$ cat src/sv/ntd_pkg.sv
// Types and constants of the neighbor token decoder.
`timescale 1ns / 1ps

package ntd_pkg;

	// Step cache geometry.
	localparam int CACHE_AW    = 16;
	localparam int CACHE_DEPTH = 1 << CACHE_AW;

	// Varint byte layout.
	localparam logic [7:0] MORE_BIT     = 8'h80;
	localparam logic [7:0] PAYLOAD_MASK = 8'h7F;
	localparam logic [2:0] MAX_GROUPS   = 3'd5;

	// Token candidate from the varint assembler.
	typedef struct packed {
		logic        fire;
		logic        path;
		logic [30:0] node;
		logic [31:0] steps;
	} token_t;

endpackage

$ cat src/sv/ntd_varint.sv
// Varint assembler and token head tracker of the neighbor token decoder.
`timescale 1ns / 1ps

module ntd_varint (
	input  logic                           clk,
	input  logic                           arst_n,
	input  logic                           take,
	input  logic [7:0]                     byte_in,
	output ntd_pkg::token_t                cand,
	output logic [ntd_pkg::CACHE_AW-1:0]   rd_addr
);

	logic [31:0] accum_q;
	logic [2:0]  group_q;
	logic        await_q;
	logic [30:0] held_q;

	logic [6:0]  payload;
	logic [31:0] shifted;
	logic [31:0] val;
	logic        more;
	logic [2:0]  group_next;

	// Place the payload group at its bit position; groups past the fifth are dropped.
	always_comb begin
		payload = 7'(byte_in & ntd_pkg::PAYLOAD_MASK);
		more    = (byte_in & ntd_pkg::MORE_BIT) != 8'h00;
		case (group_q)
			3'd0:    shifted = {25'b0, payload};
			3'd1:    shifted = {18'b0, payload, 7'b0};
			3'd2:    shifted = {11'b0, payload, 14'b0};
			3'd3:    shifted = {4'b0, payload, 21'b0};
			3'd4:    shifted = {payload[3:0], 28'b0};
			default: shifted = 32'b0;
		endcase
		val        = accum_q | shifted;
		group_next = (group_q < ntd_pkg::MAX_GROUPS) ? group_q + 3'd1 : group_q;
	end

	// A finished varint either emits a plain token, arms a path head, or closes a path.
	always_comb begin
		cand.fire  = take && !more && (await_q || !val[0]);
		cand.path  = await_q;
		cand.node  = await_q ? held_q : val[31:1];
		cand.steps = await_q ? val : 32'b0;
	end

	assign rd_addr = held_q[ntd_pkg::CACHE_AW-1:0];

	// Varint and token state.
	always_ff @(posedge clk or negedge arst_n) begin
		if (!arst_n) begin
			accum_q <= '0;
			group_q <= '0;
			await_q <= 1'b0;
			held_q  <= '0;
		end else if (take) begin
			if (more) begin
				accum_q <= val;
				group_q <= group_next;
			end else begin
				accum_q <= '0;
				group_q <= '0;
				if (!await_q) begin
					if (val[0]) begin
						held_q  <= val[31:1];
						await_q <= 1'b1;
					end
				end else begin
					await_q <= 1'b0;
				end
			end
		end
	end

endmodule

$ cat config.mk
export PLATFORM = sky130hd
export DESIGN_NAME = ntd_varint
export DESIGN_NICKNAME = d
export VERILOG_FILES = /design/src/sv/ntd_pkg.sv /design/src/sv/ntd_varint.sv
export SDC_FILE = /design/constraint.sdc
export NUM_CORES = 1
export LEC_CHECK = 0
export BUFFER_PORTS_ARGS = -buffer_cell sky130_fd_sc_hd__buf_4
export CAP_MARGIN = 25
export CORE_MARGIN = 2
export CORE_UTILIZATION = 47
export DETAILED_ROUTE_END_ITERATION = 6
export PLACE_DENSITY = 0.75
export SKIP_CTS_REPAIR_TIMING = 1
export SYNTH_ARGS = -nofsm -noshare
export SYNTH_HDL_FRONTEND = slang
export SYNTH_SLANG_ARGS = --single-unit
$ cat constraint.sdc
create_clock -name clk -period 1.7 [get_ports clk]
set_input_delay 0.255 -clock clk [delete_from_list [all_inputs] [get_ports clk]]
set_output_delay 0.255 -clock clk [all_outputs]
set_load 0.01 [all_outputs]
Word level (Yosys, flattened, before mapping)
Cells that the tools add are included.

cells by class
  reduce and logical (&&, ||, !) cells = 9
  add/subtract/negate cells = 1
  eq/ne operators = 5
  multiplexer cells = 8
  order comparisons = 1
  bitwise operators = 3

operators by type and width
  cell                   number
  $pmux W32 S5           1
  $mux W32               2
  $or A32 B32 Y32        1
  $mux W31               1
  $eq A3 B2 Y1 const B   2
  $mux W3                2
  $reduce_and A2 Y1      2
  $reduce_and A4 Y1      1
  $add A3 B1 Y3 const B  1
  $eq A3 B1 Y1 const B   1
  $eq A3 B3 Y1 const B   1
  $logic_not A3 Y1       1
  $lt A3 B3 Y1 const B   1
  $logic_and A1 B1 Y1    2
  $logic_not A1 Y1       2
  $mux W1                2
  $ne A2 B1 Y1 const B   1
  $not A1 Y1             2
  $logic_or A1 B1 Y1     1

storage, ports and cells
  output and inout bits = 81
  bits in registers = 67
  input bits = 11
  logic and storage cells = 31

Depth between registers and ports, before layout
  word-level depth = 6
  depth in mapped cells = 7

Worst setup path before layout
No wires, ideal clock.

  kind = flip-flop to output port
  start point = register group_q[0]
  end point = output port cand[32] (netlist name)
  stages on the path, launching flop included = 6
  required time = 1445 ps
  arrival time = 1418 ps
  setup slack = 27 ps
  buffers on the path = 0
  path through = dfrtp_1 > inv_1 > ha_1 > nor2b_1 > a21oi_1 > mux2i_1

RTL lines
  what                      RTL line          source
  start: declaration        ntd_varint.sv:14  logic [2:0] group_q;
  start signal: assignment  ntd_varint.sv:60  group_q <= group_next;
  end: declaration          ntd_varint.sv:9   output ntd_pkg::token_t cand,

==> results.txt <==
----------------------------------------------------
[Clock network]
  Number of clock sinks ... 67
  Maximum level of the CTS H-tree ... 3
  TritonCTS clock tree ... done
  Max clock buf depth ... 2
  Clock tree root buffer cell ... sky130_fd_sc_hd__clkbuf_8
  Total CTS buffers ... 9
  Clock latency at the later pin of the worst-skew pair ... 340 ps
  Clk slew on worst S/H paths ... 70 ps

[Setup path]
  Largest stage delay on the critical path ... 420 ps
  FF-to-FF Start ... group_q[2]
  Worst path slowest cell ... sky130_fd_sc_hd__dfrtp_1
  Critical-path maximum fanout ... 7
  Start point of the critical path ... group_q[1]
  Worst Setup End Kind ... output port
  Largest delay share family, worst path ... flip-flops
  Slack of the worst reg-to-reg path ... 20 ps
  WP data arrival ... 1780 ps
  Type of the worst setup path ... reg -> out
  Count of buffering cells on the critical path with inverters included ... 2
  Required time worst endpoint ... 1440 ps
  Cell breakdown of the critical path ... inv_2 -> ha_1 -> nor2b_4 -> a21oi_1 -> mux2i_1 -> buf_4
  Worst Setup Start Kind ... register

[STA]
  Slew at the pin closest to its max-slew limit ... 441 ps
  Final worst path period need ... 2030 ps
  Total count of hold-check failures in the final report ... 0
  Unrepaired setup endpoints after global routing ... true
  Final-layout worst hold slack ... 214 ps
  Worst clock skew ... 8.35 ps
  Setup_tns ... -14890 ps
  Final Slew Violations ... 0
  Highest Clock Rate ... 0.493 GHz
  Final Setup Violations ... 64
  Slew HR ... 70.6%
  Post-route clock period utilization ... 119%
  Final setup slack of the worst path ... -330 ps

[GRT]
  Antenna violations before repair ... 0
  Global Route Usage Sum ... 21.3%
  Vias in the first global route ... 2687
  Global-route wire length before repair ... 12.9 mm
  Total congestion overflow after global routing ... 0
  Maximum number of pins on one net before global-route repair ... 54

[Yosys]
  Post-Syn Nets ... 370
  Cell count after synthesis ... 354
  Netlist Area Pre-Place ... 3420 sq um
  Average cell area after synthesis ... 9.66 sq um
  Number of flip-flops and latches in the synthesized netlist ... 67
  Sequential share of the synthesized area ... 49.0%
  Yosys warning total ... 0
  Synth cell types ... 22

[Power and ir drop]
  Post-layout power ... 7.73 mW
  Areal power density over the cells ... 1580 nW/um^2
  Static power due to leakage ... 2.44 nW
  Largest voltage drop on the vdd net ... 0.738 mV

[Detailed routing]
  Detailed Route WL ... 8.60 mm
  Residual DRC count ... 0
  Iter 0 DRT Violations ... 113
  First-pass detailed-route iteration total ... 4
  Final ANT Viol Nets ... 0
  Routed via count divided by cell count ... 5.04
  Total number of vias ... 2869
  WL/cell ... 15.1 microns

[Floorplanning]
  Site Rows ... 31
  Boundary Pins ... 92
  Die height ... 89.3 microns
  Overall die width ... 89.3 microns
  Area of the core ... 7140 sq um
  Starting Density ... 47.9%
  Full die area ... 7970 sq um

[Hold path]
  Kind of path behind the tightest hold check ... in -> reg
  Critical hold path startpoint ... byte_in[7]

[Job]
  Number of maximum-capacitance constraint violations ... 0

[Placement]
  Setup Slack @ Placement ... -217 ps
  Final weighted congestion of routability-driven global placement ... 0.753
  Detailed-placement wirelength estimate ... 5.75 mm
  Port buffer count ... 91

[Cells and area]
  Number of fill cells ... 572
  Commonest non-fill, non-tap cells in the layout ... sky130_fd_sc_hd__buf_4 (126), sky130_fd_sc_hd__dfrtp_1 (66), sky130_fd_sc_hd__nor2_1 (64)
  Antenna Diode Count ... 0
  Growth of design area from synthesis to finish ... 43.1%
  Share of cells above drive strength 1 ... 41.1%
  Commonest non-fill, non-tap cell in the layout ... sky130_fd_sc_hd__buf_4
  Final standard cell utilization of the core ... 68.5%
  Nets ... 481

[Outcome]
  Result of the run ... finished, violations left
  Failing checks ... negative setup slack

----------------------------------------------------
-- cell type report --
type | count | area (sq um) | share of cell area, %
sequential | 67 | 1680 | 34.3
multi-input combinational | 214 | 1660 | 34.0
timing repair buffer | 137 | 1110 | 22.7
clock buffer | 12 | 155 | 3.17
inverter | 36 | 135 | 2.76
tap | 99 | 124 | 2.53
clock inverter | 4 | 25.0 | 0.512
-- registers in the layout, indices dropped and copies added (netlist names) --
register / count
group_q: 3
held_q: 31
accum_q: 32
await_q: 1
-- tightest hold or removal path: cells and delay by family --
kind | cells | cell delay (ps)
buf+inv | 2 | 190
compound gates | 1 | 60
-- per-stage QoR --
stage	std cells	instance area, sq um
2_1_floorplan	354	3420
3_3_place_gp	545	4320
3_5_place_dp	545	4320
4_1_cts	561	4500
5_1_grt	569	4890
6_report	569	4890
-- worst paths after layout --
check                              end  cells after the start
setup / recovery              cand[41]                      6
hold / removal              group_q[1]                      3
setup reg to reg            held_q[10]                      5
hold reg to reg             held_q[28]                      2
max in group asynchronous  accum_q[19]                      3
min in group asynchronous    held_q[0]                      2
-- cell usage after synthesis --
| cell type | n | share of area, % |
|---|---|---|
| sky130_fd_sc_hd__dfrtp_1 | 67 | 49 |
| sky130_fd_sc_hd__nor2_1 | 65 | 7.1 |
| sky130_fd_sc_hd__mux2i_1 | 62 | 18 |
| sky130_fd_sc_hd__inv_1 | 36 | 4.0 |
| sky130_fd_sc_hd__a21oi_1 | 31 | 4.5 |
| sky130_fd_sc_hd__nor3_1 | 31 | 4.5 |
| sky130_fd_sc_hd__buf_4 | 17 | 3.7 |
| sky130_fd_sc_hd__clkbuf_1 | 8 | 0.88 |
| sky130_fd_sc_hd__buf_2 | 7 | 1.0 |
| sky130_fd_sc_hd__ha_1 | 5 | 1.8 |
| sky130_fd_sc_hd__a31oi_1 | 4 | 0.73 |
| sky130_fd_sc_hd__buf_6 | 4 | 1.3 |
| sky130_fd_sc_hd__nor2b_1 | 4 | 0.73 |
| sky130_fd_sc_hd__nand2_1 | 3 | 0.33 |
| sky130_fd_sc_hd__o21ai_0 | 2 | 0.29 |
| sky130_fd_sc_hd__o21bai_1 | 2 | 0.44 |
| sky130_fd_sc_hd__a32oi_1 | 1 | 0.26 |
| sky130_fd_sc_hd__and3b_1 | 1 | 0.26 |
| sky130_fd_sc_hd__buf_1 | 1 | 0.11 |
| sky130_fd_sc_hd__o211a_1 | 1 | 0.29 |
| sky130_fd_sc_hd__o21a_1 | 1 | 0.22 |
| sky130_fd_sc_hd__o22ai_1 | 1 | 0.18 |
-- power by group --
part	total, mW	leakage, nW	switching [mW]	internal (mW)
Clock	1.21	0.0884	0.603	0.605
Combinational	4.15	1.45	2.06	2.10
Sequential	2.38	0.895	0.294	2.08
Total	7.73	2.44	2.95	4.78
-- layer usage --
layer	vias to the layer above	part of all wire (%)	track usage (%)
met3	13	4.2	4.06
met2	74	49	35.9
li1	1381	-	-
met1	1401	45	27.8
met5	-	0	0
met4	0	1.2	6.65
-- cells by family (layout without fill, tap and decap cells) --
logic type                 after synthesis  count (layout)  share of synthesized area, %
adders and majority gates                5               5                          1.83
muxes                                   62              62                          18.2
DFF                                     67              67                          49.0
buffers and inverters                   73             189                          11.0
and+or+nand+nor                        104             104                          13.0
AOI/OAI and AO/OA                       43              43                          6.95
No activity file was read; power rests on OpenSTA's default activity.
